<file path="src/rtl/oip_pkg.sv">
// ----------------------------------------------------------------------------
// oip_pkg
// Shared types and constants for the off-screen indicator placement block.
// ----------------------------------------------------------------------------
package oip_pkg;

   // classified beat handed from the front end to the back end
   typedef struct packed {
      logic               shown;
      logic [30:0]        ax;
      logic [30:0]        ay;
      logic [15:0]        angle;
      logic [15:0]        zoom;
      logic signed [31:0] vis_x;
      logic signed [31:0] vis_y;
      logic [30:0]        vis_w;
      logic [30:0]        vis_h;
   } oip_item_type;

   localparam int               SQRT_STEPS   = 32;
   localparam int               ATAN_COUNT   = 24;
   localparam logic [15:0]      MARGIN_RESET = 16'd2560;
   localparam logic signed [33:0] CORDIC_X0  = 34'sd652032874;

   // arctangent of 2^-i in Q0.32 turns
   function automatic logic [31:0] atan_turns(input int idx);
      logic [31:0] val;
      unique case (idx)
         0:       val = 32'd536870912;
         1:       val = 32'd316933406;
         2:       val = 32'd167458907;
         3:       val = 32'd85004756;
         4:       val = 32'd42667331;
         5:       val = 32'd21354465;
         6:       val = 32'd10679838;
         7:       val = 32'd5340245;
         8:       val = 32'd2670163;
         9:       val = 32'd1335087;
         10:      val = 32'd667544;
         11:      val = 32'd333772;
         12:      val = 32'd166886;
         13:      val = 32'd83443;
         14:      val = 32'd41722;
         15:      val = 32'd20861;
         16:      val = 32'd10430;
         17:      val = 32'd5215;
         18:      val = 32'd2608;
         19:      val = 32'd1304;
         20:      val = 32'd652;
         21:      val = 32'd326;
         22:      val = 32'd163;
         23:      val = 32'd81;
         default: val = 32'd0;
      endcase
      return val;
   endfunction

endpackage

</file>
<file path="src/rtl/oip_queue.sv">
// ----------------------------------------------------------------------------
// oip_queue
// Short register queue between the front end and the back end.
// ----------------------------------------------------------------------------
module oip_queue #(
   parameter int DEPTH = 2
) (
   input  logic                         clock,
   input  logic                         reset,
   input  logic                         push,
   input  oip_pkg::oip_item_type        push_item,
   input  logic                         pop,
   output oip_pkg::oip_item_type        head_item,
   output logic                         empty,
   output logic [$clog2(DEPTH+1)-1:0]   count
);
   import oip_pkg::*;

   localparam int PW = (DEPTH > 1) ? $clog2(DEPTH) : 1;
   localparam int CW = $clog2(DEPTH+1);

   oip_item_type  entry_ff [DEPTH];
   logic [PW-1:0] wr_ptr_ff, wr_ptr_in, rd_ptr_ff, rd_ptr_in;
   logic [CW-1:0] count_ff, count_in;
   logic          do_push, do_pop;

   assign do_pop  = pop && (count_ff != '0);
   assign do_push = push && (count_ff != CW'(DEPTH));

   always_comb begin
      wr_ptr_in = wr_ptr_ff;
      rd_ptr_in = rd_ptr_ff;
      count_in  = count_ff;
      if (do_push) begin
         wr_ptr_in = (wr_ptr_ff == PW'(DEPTH-1)) ? '0 : wr_ptr_ff + 1'b1;
      end
      if (do_pop) begin
         rd_ptr_in = (rd_ptr_ff == PW'(DEPTH-1)) ? '0 : rd_ptr_ff + 1'b1;
      end
      if (do_push && !do_pop) begin
         count_in = count_ff + 1'b1;
      end else if (do_pop && !do_push) begin
         count_in = count_ff - 1'b1;
      end
   end

   always_ff @(posedge clock) begin
      if (reset) begin
         wr_ptr_ff <= '0;
         rd_ptr_ff <= '0;
         count_ff  <= '0;
      end else begin
         wr_ptr_ff <= wr_ptr_in;
         rd_ptr_ff <= rd_ptr_in;
         count_ff  <= count_in;
      end
      if (do_push) begin
         entry_ff[wr_ptr_ff] <= push_item;
      end
   end

   assign head_item = entry_ff[rd_ptr_ff];
   assign empty     = (count_ff == '0);
   assign count     = count_ff;

endmodule

</file>
<file path="config.mk">
export PLATFORM = sky130hd
export DESIGN_NAME = oip_queue
export DESIGN_NICKNAME = d
export VERILOG_FILES = /design/src/rtl/oip_pkg.sv /design/src/rtl/oip_queue.sv
export SDC_FILE = /design/constraint.sdc
export NUM_CORES = 1
export LEC_CHECK = 0
export ABC_AREA = 1
export ABC_CLOCK_PERIOD_IN_PS = 29400
export BUFFER_PORTS_ARGS = -buffer_cell sky130_fd_sc_hd__buf_4
export CORE_MARGIN = 1.5
export CORE_UTILIZATION = 35
export CTS_CLUSTER_SIZE = 8
export DETAILED_ROUTE_END_ITERATION = 6
export PLACE_DENSITY = 0.69
export SYNTH_ARGS = -nofsm -noshare
export SYNTH_HDL_FRONTEND = slang
export SYNTH_SLANG_ARGS = --single-unit
</file>
<file path="constraint.sdc">
create_clock -name clock -period 29.4 [get_ports clock]
set_input_delay 7.35 -clock clock [delete_from_list [all_inputs] [get_ports clock]]
set_output_delay 7.35 -clock clock [all_outputs]
set_load 0.02 [all_outputs]
</file>
==> flow_results.org <==
** Run status
- Run status :: finished, final reports clean

** Hold path
- Worst hold endpoint :: wr_ptr_ff
- Hold_sp :: wr_ptr_ff
- Hold-critical path depth :: 2
- The min-delay analysis places its worst path in the category reg2reg.

** Floorplanning
- Number of rows created at floorplan :: 80
- Die ar. :: roughly 50,000 um^2
- The floorplan step set the die height to around 220 um.
- Top-Level Pins :: 449
- Core outline area :: between 40,000 and 50,000 um^2
- Once the floorplan was initialized, standard cells occupied between 30% and 40% of the core.
- Die outline width :: roughly 220 um

** Critical path
- Among the stages of the critical path, the cell type that occurs most often is buf_4.
- Critical-path cell list :: buf_4 > mux2_4 > buf_4
- For the worst setup path, the data arrival time is roughly 2.9 ns.
- Critical Path Max Stage Delay :: 0.89 ns
- The startpoint identified for the worst register-to-register timing path is count[0].
- Worst-case register-to-register setup slack :: between 20 and 30 ns
- The critical path is of the reg2out type.
- Crit path required time :: 22.05 ns
- In this run the worst path has a maximum fanout of between 50 and 60.
- Measured in cells, the most critical reg-to-reg path has a length of 4.
- CP max-delay cell :: buf_4
- Startpoint Class :: flop
- The worst setup path is captured at an output pin.
- In this run the critical register-to-register path is captured at entry_ff[1][61].

** STA
- FMAX :: slightly below 0.1 GHz
- Of the available clock period, the critical path in the final layout requires between 30% and 40%.
- Setup violations remaining at the end of the flow were counted as 0.
- The tightest hold path in the finished design has a slack of 0.545 ns.
- Final count of pins violating max slew :: 0
- Final hold violations :: 0
- Measured against its own limit, the worst slew margin works out to between 20% and 30%.
- Min Clock Period, post-route :: 10.25 ns
- Worst clock skew :: roughly 0.010 ns
- Total negative setup slack :: 0 ns
- Setup repair after global routing left no endpoint under its margin.
- Measured slew at the worst slew-check pin :: 1.09 ns

** Placed design
- Placed cells :: approximately 1.8k
- The HPWL after detailed placement is roughly 24,000 um.
- Area post-placement :: around 21,000 um^2
- In this run the tool buffered the top-level ports with about 450 buffer cells.
- At the end of routability-driven placement, the weighted congestion stood at around 0.81.

** Logic synthesis
- For this run, the leading register cell type out of synthesis is edfxtp_1.
- Number of distinct library cells after synthesis :: 16
- Averaged over all synthesized cells, the footprint is approximately 24 um^2.
- Largest cells by area after synthesis :: edfxtp_1 78%, mux2_4 17%, mux2_2 2.0%, buf_12 1.3%, buf_6 0.73%
- The top cell type by area accounts for between 70% and 80% of the synthesized area.
- Share of synthesized area occupied by flip-flops and latches :: 78.3%
- The biggest area contributor in the post-synthesis netlist is edfxtp_1.
- Flops & latches, synth :: 447
- Synthesized netlist cell count :: between 700 and 800
- Async set-reset flop share out of synthesis :: 0%
- Post-synth EDFFs :: 442
- Area of the mapped netlist :: 17,100 um^2
- The number of nets in the synthesized netlist is between 900 and 1k.
- Total number of yosys warnings :: 0

** Global routing
- Global-route congestion overflow total :: 0
- Maximum number of pins on one net before global-route repair :: between 100 and 150
- Number of global-route vias before repair :: 8,776
- Global routing used around 14% of the available tracks across all layers.
- First-pass GRT wire length :: ~52,000 um
- The number of antenna violations at the first check in global routing came to 0.

** Finish
- Across the whole layout, storage elements account for 13,400 um^2.
- # nets final :: around 1.4k
- Fraction of final layout cells sized beyond drive strength 1 :: 60.5%
- The multi-input combinational cells in the finished layout cover a total of ~3300 um^2.
- Ant. Diodes :: 0
- The count of cells in the finished layout, fillers not included, comes to about 1.8k.
- The area growth from synthesis to layout is 32.3%.
- Most frequent cells in the layout :: 457 x buf_4, 442 x edfxtp_1, 190 x mux2_4, 63 x clkbuf_16, 31 x mux2_2
- Fill cells :: around 4.0k
- Commonest non-fill, non-tap cell in the layout :: buf_4
- The finished cells cover about 23,000 um^2.

** Power and ir drop
- The analysis attributes to net switching a power of approximately 0.00055 W.
- The internal power of the cells totals around 0.0015 W.
- Sequential cells account for between 40% and 50% of the total power.
- Switching power share of the total :: roughly 28%
- Clk network pwr share :: between 30 and 40%
- Combinational logic is responsible for between 20 and 30% of the overall power.
- Power density normalized to cell area :: approximately 89 nW/um^2
- Leakage power of the design :: 8.74 nW
- Across the VDD grid, the largest voltage drop is 0.0000573 V.

** Clock tree
- Gates resized during post-CTS repair numbered 0.
- Buffer levels on the longest clock path :: 3
- Clock input transition at the sequential cells of the worst setup and hold paths :: about 0.05 ns
- The number of hold buffers added after CTS was 0.
- The H-tree was split into 2 levels.
- Post-CTS Setup Inserts :: 0
- TritonCTS built the clock tree.
- CTS saw 447 sinks.
- In this run, CTS created clock tree buffers numbering between 60 and 70.
- Later-pin clock latency in the skew report :: around 0.58 ns
- Root buffer cell :: clkbuf_16

** Drt
- In this run, the number of DRC markers left after iteration 0 of detailed routing was between 400 and 500.
- Via count :: 8,378
- Final Routed Wirelength :: 35,600 um
- Length of the first detailed-routing pass in iterations :: 4
- In the final routed layout, each cell accounts on average for 19.3 um.
- Number of DRC violations after detailed routing :: 0
- After detailed routing, the number of vias per cell comes to 4.53.
- Final ANT Viol Nets :: 0

** Job
- The tool flagged a number of max-cap violations equal to 0.
==> worst max-delay path by stage <==
| stage | end | depth (start not counted) | from |
|---|---|---|---|
| final | head_item[93] | 3 | flop |
| after detailed placement | entry_ff[1][70] | 5 | push |
| after CTS | head_item[93] | 3 | flop |
| after global placement | entry_ff[1][67] | 5 | push |
| after global routing | head_item[93] | 3 | flop |
| after floorplan | entry_ff[0][0] | 2 | push |
==> flip-flops by register name, indices dropped and copies added (netlist names), named ones only <==
name       flops
entry_ff     442
rd_ptr_ff      1
wr_ptr_ff      1
count          2
==> layer usage <==
| layer | track usage (%) | share of wire [%] | up-vias |
|---|---|---|---|
| met1 | 16.0 | 39 | 4129 |
| met2 | 23.0 | 50 | 353 |
| met4 | 3.95 | 2.0 | 0 |
| met5 | 0 | 0 | - |
| met3 | 5.68 | 9.7 | 54 |
| li1 | - | - | 3842 |
==> critical path: cells and delay by family, from the launching register on <==
kind / cells / cell delay [ns]
buf+inv: 2 / 1.05
mux: 1 / 0.37
flops: 1 / 0.81
==> final cells by class <==
cell class	instances	area share [%]
clock buffers	75	7.18
clock inverters	1	0.0388
inverters	9	0.150
multi-input cells	243	14.7
flip-flops and latches	447	59.2
well taps	615	3.41
repair buffers	458	15.3
==> through the flow <==
stage	worst slack (ns)	utilization (%)	power, W
final	19.15	47.1	0.00200
after global routing	19.00	47.1	0.00208
after CTS	19.09	47.1	0.00203
after detailed placement	19.67	43.7	0.00141
after global placement	19.71	43.7	0.00141
after floorplan	11.92	-	0.00125
==> power groups by stage <==
stage / logic [W] / registers [W] / clock network (W)
2_1_floorplan: 0.000376 / 0.000872 / 0
3_3_place_gp: 0.000558 / 0.000849 / 0
3_5_place_dp: 0.000561 / 0.000852 / 0
4_1_cts: 0.000563 / 0.000841 / 0.000629
5_1_grt: 0.000586 / 0.000846 / 0.000653
6_report: 0.000555 / 0.000840 / 0.000610
==> Yosys cell counts, types with 3 or more instances <==
cell	count
edfxtp_1	442
mux2_4	190
mux2_2	31
buf_12	11
buf_6	11
inv_1	9
nor2_1	8
dfxtp_1	5
o21ai_0	5
nand2_1	4
buf_2	3
==> cell families (layout without fill, tap and decap cells) <==
| group | count (synthesis) | count (layout) | synth area share [%] |
|---|---|---|---|
| buf+inv | 34 | 543 | 2.30 |
| compound gates | 6 | 6 | 0.176 |
| flops | 447 | 447 | 78.3 |
| fa+ha+maj | 1 | 1 | 0.0733 |
| mux | 221 | 221 | 18.8 |
| simple gates | 15 | 15 | 0.366 |
Power figures use the tool's default switching activity.
