$ cat config.mk
export PLATFORM = sky130hd
export DESIGN_NAME = oip_front
export DESIGN_NICKNAME = d
export VERILOG_FILES = /design/src/rtl/oip_pkg.sv /design/src/rtl/oip_front.sv
export SDC_FILE = /design/constraint.sdc
export NUM_CORES = 1
export LEC_CHECK = 0
export BUFFER_PORTS_ARGS = -buffer_cell sky130_fd_sc_hd__buf_2
export CORE_MARGIN = 5
export CORE_UTILIZATION = 35
export DETAILED_ROUTE_END_ITERATION = 16
export PLACE_DENSITY = 0.58
export SYNTH_ARGS = -nofsm -noshare
export SYNTH_HDL_FRONTEND = slang
export SYNTH_SLANG_ARGS = --single-unit
$ cat constraint.sdc
create_clock -name clock -period 9.32 [get_ports clock]
set_clock_uncertainty 0.2 [all_clocks]
set_input_delay 0.466 -clock clock [delete_from_list [all_inputs] [get_ports clock]]
set_output_delay 0.466 -clock clock [all_outputs]
set_load 0.03 [all_outputs]
$ cat src/rtl/oip_pkg.sv
// ----------------------------------------------------------------------------
// oip_pkg
// Shared types and constants for the off-screen indicator placement block.
// ----------------------------------------------------------------------------
package oip_pkg;

   // classified beat handed from the front end to the back end
   typedef struct packed {
      logic               shown;
      logic [30:0]        ax;
      logic [30:0]        ay;
      logic [15:0]        angle;
      logic [15:0]        zoom;
      logic signed [31:0] vis_x;
      logic signed [31:0] vis_y;
      logic [30:0]        vis_w;
      logic [30:0]        vis_h;
   } oip_item_type;

   localparam int               SQRT_STEPS   = 32;
   localparam int               ATAN_COUNT   = 24;
   localparam logic [15:0]      MARGIN_RESET = 16'd2560;
   localparam logic signed [33:0] CORDIC_X0  = 34'sd652032874;

   // arctangent of 2^-i in Q0.32 turns
   function automatic logic [31:0] atan_turns(input int idx);
      logic [31:0] val;
      unique case (idx)
         0:       val = 32'd536870912;
         1:       val = 32'd316933406;
         2:       val = 32'd167458907;
         3:       val = 32'd85004756;
         4:       val = 32'd42667331;
         5:       val = 32'd21354465;
         6:       val = 32'd10679838;
         7:       val = 32'd5340245;
         8:       val = 32'd2670163;
         9:       val = 32'd1335087;
         10:      val = 32'd667544;
         11:      val = 32'd333772;
         12:      val = 32'd166886;
         13:      val = 32'd83443;
         14:      val = 32'd41722;
         15:      val = 32'd20861;
         16:      val = 32'd10430;
         17:      val = 32'd5215;
         18:      val = 32'd2608;
         19:      val = 32'd1304;
         20:      val = 32'd652;
         21:      val = 32'd326;
         22:      val = 32'd163;
         23:      val = 32'd81;
         default: val = 32'd0;
      endcase
      return val;
   endfunction

endpackage

$ cat src/rtl/oip_front.sv
// ----------------------------------------------------------------------------
// oip_front
// Accepts a request, tests the point against the camera rectangle and
// forms the saturated offsets from the camera centre.
// ----------------------------------------------------------------------------
module oip_front (
   input  logic                 clock,
   input  logic                 reset,
   input  logic                 req_fire,
   input  logic signed [31:0]   req_target_x,
   input  logic signed [31:0]   req_target_y,
   input  logic [15:0]          req_angle_turns,
   input  logic signed [31:0]   req_cam_origin_x,
   input  logic signed [31:0]   req_cam_origin_y,
   input  logic [30:0]          req_cam_width,
   input  logic [30:0]          req_cam_height,
   input  logic signed [31:0]   req_vis_origin_x,
   input  logic signed [31:0]   req_vis_origin_y,
   input  logic [30:0]          req_vis_width,
   input  logic [30:0]          req_vis_height,
   input  logic [15:0]          req_zoom,
   output logic                 item_valid,
   output oip_pkg::oip_item_type item_out
);
   import oip_pkg::*;

   logic signed [33:0] tx_e, ty_e, cx_e, cy_e, cw_e, ch_e, cwh_e, chh_e;
   logic signed [33:0] dx, dy;
   logic [33:0]        mx, my;
   logic               in_cam;
   logic               valid_ff, valid_in;
   oip_item_type       item_ff, item_in;

   assign tx_e  = 34'(req_target_x);
   assign ty_e  = 34'(req_target_y);
   assign cx_e  = 34'(req_cam_origin_x);
   assign cy_e  = 34'(req_cam_origin_y);
   assign cw_e  = $signed({3'b000, req_cam_width});
   assign ch_e  = $signed({3'b000, req_cam_height});
   assign cwh_e = $signed({4'b0000, req_cam_width[30:1]});
   assign chh_e = $signed({4'b0000, req_cam_height[30:1]});

   assign in_cam = (tx_e >= cx_e) && (tx_e <= cx_e + cw_e) &&
                   (ty_e >= cy_e) && (ty_e <= cy_e + ch_e);

   assign dx = tx_e - (cx_e + cwh_e);
   assign dy = ty_e - (cy_e + chh_e);
   assign mx = dx[33] ? 34'(-dx) : 34'(dx);
   assign my = dy[33] ? 34'(-dy) : 34'(dy);

   always_comb begin
      item_in.shown = ~in_cam;
      item_in.ax    = (mx > 34'h7FFFFFFF) ? 31'h7FFFFFFF : mx[30:0];
      item_in.ay    = (my > 34'h7FFFFFFF) ? 31'h7FFFFFFF : my[30:0];
      item_in.angle = req_angle_turns;
      item_in.zoom  = req_zoom;
      item_in.vis_x = req_vis_origin_x;
      item_in.vis_y = req_vis_origin_y;
      item_in.vis_w = req_vis_width;
      item_in.vis_h = req_vis_height;
      valid_in      = req_fire;
   end

   always_ff @(posedge clock) begin
      if (reset) begin
         valid_ff <= 1'b0;
      end else begin
         valid_ff <= valid_in;
      end
      if (req_fire) begin
         item_ff <= item_in;
      end
   end

   assign item_valid = valid_ff;
   assign item_out   = item_ff;

endmodule

==> results.ini, run 1 <==
[synth]
synth_seq_cells = 222
synth-xor-area-share = 0.07069
yosys.area_share.adder = 0.2291
synth-compound-area-share = 0.1958
synth_cells = 1999
syn_area_um2 = 19950
synth_top_area_frac = 0.3327
synth_top_family_by_area = adder cells
synth_cell_types = 92
yosysMostFrequentCell = ha_1
synth_simple_gate_area_share = 0.1238
ys_seq_area_frac = 0.3337
synth_edf_count = 221
synthTopCellsByCount = ha_1, edfxtp_1, inv_1
yosys_most_used_dff = edfxtp_1
synthMuxAreaShare = 0.003763
synth_nets = 2678
yosysWarnings = 0
syn_avg_cell_area_um2 = 9.979
synth_area_leaders = edfxtp_1, ha_1, fa_1
async_flop_share = 0
synth_top_area_cell = edfxtp_1

[clocking]
cts_tree = built
cts-root-buf = clkbuf_16
clkTransAtPathRegs_ns = 0.06
ctsLongestPathBuffers = 3
cts_buffers = 26
cts_sinks = 222
post-cts-setup-buffers = 0
htree_levels = 1

[floorplan]
pin_count = 573
die-area_um2 = 61870
core_um2 = 56390
rows = 87
initial_core_util = 0.3538
die_x_um = 248.7
die-height_um = 248.7

[critical_path]
crit_path_end_kind = register
crit_required_ns = 9.39
max_stage_delay_ns = 0.41
crit_chain = buf_2 -> ha_1 -> fa_1 -> a21o_1 -> a21oi_1 -> o21bai_1 -> a211oi_1 -> o31ai_1 -> a221o_1 -> a311oi_1 -> o311ai_0 -> a31o_2 -> a21o_1 -> xnor2_1 -> ha_1 -> and4_1 -> nand4_1 -> nor3_1 -> nand2_1 -> nor4_1 -> a21oi_1 -> o22ai_1 -> nand4_1
cp-start-kind = input port
critical_path_class = in -> reg
crit_arrival_ns = 5.75
slowest_stage = fa_1
worstPathMaxFanout = 3

[status]
status = complete, no violations

[sta]
fin_crit_sh = 0.6094
min_period_ns = 5.680
finalMaxSlewViolations = 0
relSlewSlack = 0.3041
rsz0062_at_grt = no
max_freq_mhz = 176.1
whs_ns = 0.1688
setup_violations = 0
tightest_slew_ns = 1.044
hold_viol = 0
setup_tns_ns = 0

[routing]
drt-wirelength-per-cell_um = 19.74
drtPass1Iterations = 6
drtIter0Drc = 874
drc = 0
avgViaCountPerCell = 5.216
vias = 18260
totalWireLength_mm = 69.09
ant_nets = 0

[global_route]
grt_pass1_vias = 18780
globalRouteMet1Util = 0.2420
grt.met2_usage = 0.3948
grt.overflow.total = 0
use_met3 = 0.04406
antenna_found_initial = 13
grt_pass1_wl_mm = 105.8
grt_max_degree = 82
top_usage_layer = met2
grt_use_total = 0.2111

[worst_hold_path]
hold_path_end = item_out[189]$_SDFFCE_PN1P_
hp-start = req_target_x[1]
min_path_cells = 3
hold_class = in -> reg

[placed_design]
place_congestion = 0.9487
hpwl_mm = 58.03
io_buffers = 572

[cells_and_area]
multi_input_area_um2 = 12430
drive_gt1_frac = 0.2394
area_delta_synth_final_pct = 30.82
fill_cells = 5403
seq_area_um2 = 6656
fin_nets = 3399

[run]
maxCapViolCount = 0

[power_and_ir_drop]
p_leak_nw = 11.96
ir_worst_vdd_v = 0.0001174
power_density_nw_per_um2 = 171.8

through the flow:
| step | utilization | worst slack [ns] | area (um^2) | power, mW | std cells |
|---|---|---|---|---|---|
| 5_1_grt | 0.4627 | 3.219 | 26090 | 4.783 | 3499 |
| 3_5_place_dp | 0.4188 | 3.092 | 23610 | 3.410 | 3289 |
| 6_report | 0.4628 | 3.640 | 26100 | 4.482 | 3501 |
| 3_3_place_gp | 0.4188 | 3.238 | 23610 | 3.385 | 3289 |
| 2_1_floorplan | - | 4.173 | 19950 | 2.811 | 1999 |
| 4_1_cts | 0.4626 | 3.671 | 26080 | 4.513 | 3496 |
worst max-delay path, delay by kind of cell:
kind            cells  cell delay (ns)
fa+ha+maj           3             0.92
xor+xnor            1             0.13
simple gates        6             1.15
compound gates     12             2.95
buf+inv             1             0.12
worst max-delay path by stage:
| stage | from | endpoint | slack [ns] | depth (start not counted) |
|---|---|---|---|---|
| after global routing | req_cam_origin_x[0] | item_out[220]$_DFFE_PP_ | 3.22 | 22 |
| after CTS | req_cam_origin_y[0] | item_out[220]$_DFFE_PP_ | 3.67 | 23 |
| final | req_cam_origin_y[0] | item_out[220]$_DFFE_PP_ | 3.64 | 23 |
| after floorplan | req_cam_origin_y[0] | item_out[220]$_DFFE_PP_ | 4.17 | 22 |
| after global placement | req_cam_origin_y[0] | item_out[220]$_DFFE_PP_ | 3.24 | 23 |
| after detailed placement | req_cam_origin_y[0] | item_out[220]$_DFFE_PP_ | 3.09 | 23 |
power breakdown:
part,leakage (nW),switching (mW),internal [mW]
clock network,0.424,0.423,0.603
registers,2.19,0.0355,1.25
logic,9.35,1.34,0.836
total,12.0,1.80,2.69
cell type report:
class                      count  area share
antenna                        5   0.0004795
tap                          756     0.03625
clock inverter                19    0.008295
clock buffer                  29     0.02536
multi-input combinational   1556      0.4764
sequential                   222      0.2551
inverter                     178     0.02560
timing repair buffer         736      0.1725
registers in the layout (all words and copies together) (netlist names):
register and cells:
item_valid 1, item_out 221
cells in the final DEF (no fill, tap or decap), types with 11 or more instances in the layout:
master,synthesis,routed
buf_2,17,571
ha_1,266,266
edfxtp_1,221,221
inv_1,178,178
dlygate4sd3_1,0,159
a21oi_1,144,144
nand2_1,118,118
o21ai_0,114,114
nor2_1,106,106
a21o_1,105,105
xnor2_1,91,91
xor2_1,70,70
fa_1,62,62
nand4_1,39,39
nand3_1,36,36
nor3_1,36,36
o21a_1,26,26
clkbuf_16,0,26
nor2b_1,25,25
nand2b_1,21,21
a211oi_1,18,18
o31ai_1,18,18
a31oi_1,17,17
o21bai_1,16,16
o211ai_1,15,15
and3_1,14,14
and2_1,13,13
and4_1,13,13
nor4_1,11,11
logic make-up (layout without fill, tap and decap cells):
group	after synthesis	in the layout
AND/OR/NAND/NOR	480	480
adder cells (fa/ha/maj)	328	328
flip-flops	222	222
XOR/XNOR	161	161
multiplexers	7	7
buffers and inverters	221	962
other	0	5
AO/OA/AOI/OAI	580	580
repair_timing:
action                                  CTS  global route
endpoints found under the setup margin    0             0
endpoints found under the hold margin   159             0
resized for setup                         0             0
hold buffers                            159             0
layer usage:
metal / vias to the layer above / wire length [um]
met3: 112 / 3969
li1: 8839 / -
met2: 561 / 35510
met4: 12 / 2191
met1: 8737 / 27330
met5: - / 89
Power figures use the tool's default switching activity.
==> run 2: changes to the inputs <==
Clock period 9.32 ns to 5.7 ns, I/O delays scaled along.
==> results.ini, run 2 (synthesis gave the netlist of run 1 again) <==
[cells_and_area]
fin_nets = 3429
layout_commonest_cell = buf_2
area_delta_synth_final_pct = 31.88
drive_gt1_frac = 0.2496
fin_util = 0.4666
final_cell_mix = buf_2, ha_1, edfxtp_1, inv_1, dlygate4sd3_1
largest_reg_flops = 221

[worst_hold_path]
min_path_cells = 1
hold_path_end = item_out[110]$_DFFE_PP_
hp-start = req_fire
hold_class = in -> reg

[power_and_ir_drop]
internal_power_mw = 4.360
power_density_nw_per_um2 = 277.8
p_leak_nw = 12.10
switchingPower_mw = 2.948
p_seq_frac = 0.287
clockPowerShare = 0.218
switching_share = 0.4034
pwr-share-comb = 0.495
ir_worst_vdd_v = 0.0002000

[routing]
avgViaCountPerCell = 5.165
drtPass1Iterations = 5
drt-wirelength-per-cell_um = 19.69
totalWireLength_mm = 69.46
drtIter0Drc = 728
drc = 0
ant_nets = 0
vias = 18220

[sta]
tightest_slew_ns = 0.9192
hold_viol = 0
whs_ns = 0.07274
setup_violations = 0
relSlewSlack = 0.3872
fin_crit_sh = 0.9194
setup_tns_ns = 0
rsz0062_at_grt = no
max_freq_mhz = 190.8
finalMaxSlewViolations = 0
min_period_ns = 5.241

[clocking]
cts_sinks = 222
clkTransAtPathRegs_ns = 0.07
cts_tree = built
htree_levels = 1
cts_buffers = 25
post-cts-setup-buffers = 0
ctsLongestPathBuffers = 3
cts-root-buf = clkbuf_16

[floorplan]
pin_count = 573
core_um2 = 56390
die-height_um = 248.7
rows = 87
die_x_um = 248.7
initial_core_util = 0.3538
die-area_um2 = 61870

[critical_path]
crit_arrival_ns = 5.32
slowest_stage = a2111oi_0
max_stage_delay_ns = 0.45
crit_required_ns = 5.78
crit_chain = buf_2 -> ha_1 -> fa_1 -> a21o_1 -> a21oi_1 -> o21bai_1 -> a21oi_1 -> nor3_1 -> o31a_1 -> a311o_1 -> a2111oi_0 -> buf_4 -> o21bai_1 -> a21oi_1 -> xnor2_1 -> ha_1 -> nand4_1 -> nor4_1 -> nand4_1 -> o311ai_0 -> a31oi_1 -> a21oi_1 -> buf_4 -> nand4_1
critPathLaunch = req_cam_origin_x[0]
cpMostUsedCell = a21oi_1
critical_path_class = in -> reg
cp-start-kind = input port
crit_path_end_kind = register
worstPathMaxFanout = 3

[placed_design]
io_buffers = 572
hpwl_mm = 58.93
place_congestion = 0.9175

[global_route]
grt.overflow.total = 0
grt_use_total = 0.2121
grt_pass1_wl_mm = 106.1
antenna_found_initial = 17
grt_pass1_vias = 19020
grt_max_degree = 113

[run]
maxCapViolCount = 0

[status]
status = complete, no violations

-- run 2: changes by cell type in the layout (fill, tap and decap cells not counted), sizes merged --
cell         previous run  this run
clkinvlp                1         4
bufinv                  3         2
diode                   5         3
dlygate4sd3           159       161
buf                   577       606
clkbuf                 29        26
clkinv                 12        10
-- run 2: layout make-up --
class,count,area [um^2]
Tap cell,756,945.9
Inverter,178,668.1
Fill cell,5341,30080
Antenna cell,3,7.507
Sequential cell,222,6656
Timing Repair Buffer,767,4777
Multi-Input combinational cell,1556,12440
Clock inverter,19,181.4
Clock buffer,26,629.4
-- run 2: what timing repair did --
item	in CTS	in global routing
hold buffers	161	0
setup endpoints to repair	0	1
endpoints found under the hold margin	161	0
resized for setup	0	2
-- run 2: per-stage QoR --
step | setup WS, ns | instances | area, um^2 | power [mW]
2_1_floorplan | 0.7335 | 1999 | 19950 | 4.596
3_3_place_gp | -0.008873 | 3318 | 23870 | 5.602
3_5_place_dp | -0.2106 | 3318 | 23870 | 5.649
4_1_cts | 0.3885 | 3524 | 26290 | 7.365
5_1_grt | 0.05431 | 3525 | 26300 | 7.792
6_report | 0.4593 | 3527 | 26310 | 7.308
-- run 2: power by group through the flow --
stage / sequential [mW] / clock, mW / combinational (mW)
global placement: 2.13 / 0 / 3.48
detailed placement: 2.13 / 0 / 3.52
CTS: 2.10 / 1.64 / 3.62
finish: 2.10 / 1.59 / 3.62
global route: 2.12 / 1.70 / 3.98
floorplan: 2.51 / 0 / 2.09
-- run 2: worst max path at each step --
stage	slack (ns)	end
6_report	0.46	item_out[220]$_DFFE_PP_
5_1_grt	0.05	item_out[220]$_DFFE_PP_
4_1_cts	0.39	item_out[220]$_DFFE_PP_
3_5_place_dp	-0.21	item_out[220]$_DFFE_PP_
3_3_place_gp	-0.009	item_out[220]$_DFFE_PP_
2_1_floorplan	0.73	item_out[220]$_DFFE_PP_
-- run 2: layer usage --
| layer | GRT usage | up-vias | wire, um |
|---|---|---|---|
| met5 | 0 | - | 128 |
| met4 | 0.04872 | 20 | 1615 |
| met3 | 0.04646 | 103 | 4195 |
| met2 | 0.4102 | 531 | 36640 |
| met1 | 0.2362 | 8645 | 26880 |
| li1 | - | 8917 | - |
-- run 2: worst max-delay path, delay by kind of cell --
| family | cells | cell delay [ns] |
|---|---|---|
| compound gates | 12 | 2.71 |
| xor+xnor | 1 | 0.10 |
| fa+ha+maj | 3 | 0.94 |
| buf+inv | 3 | 0.44 |
| simple gates | 5 | 0.82 |
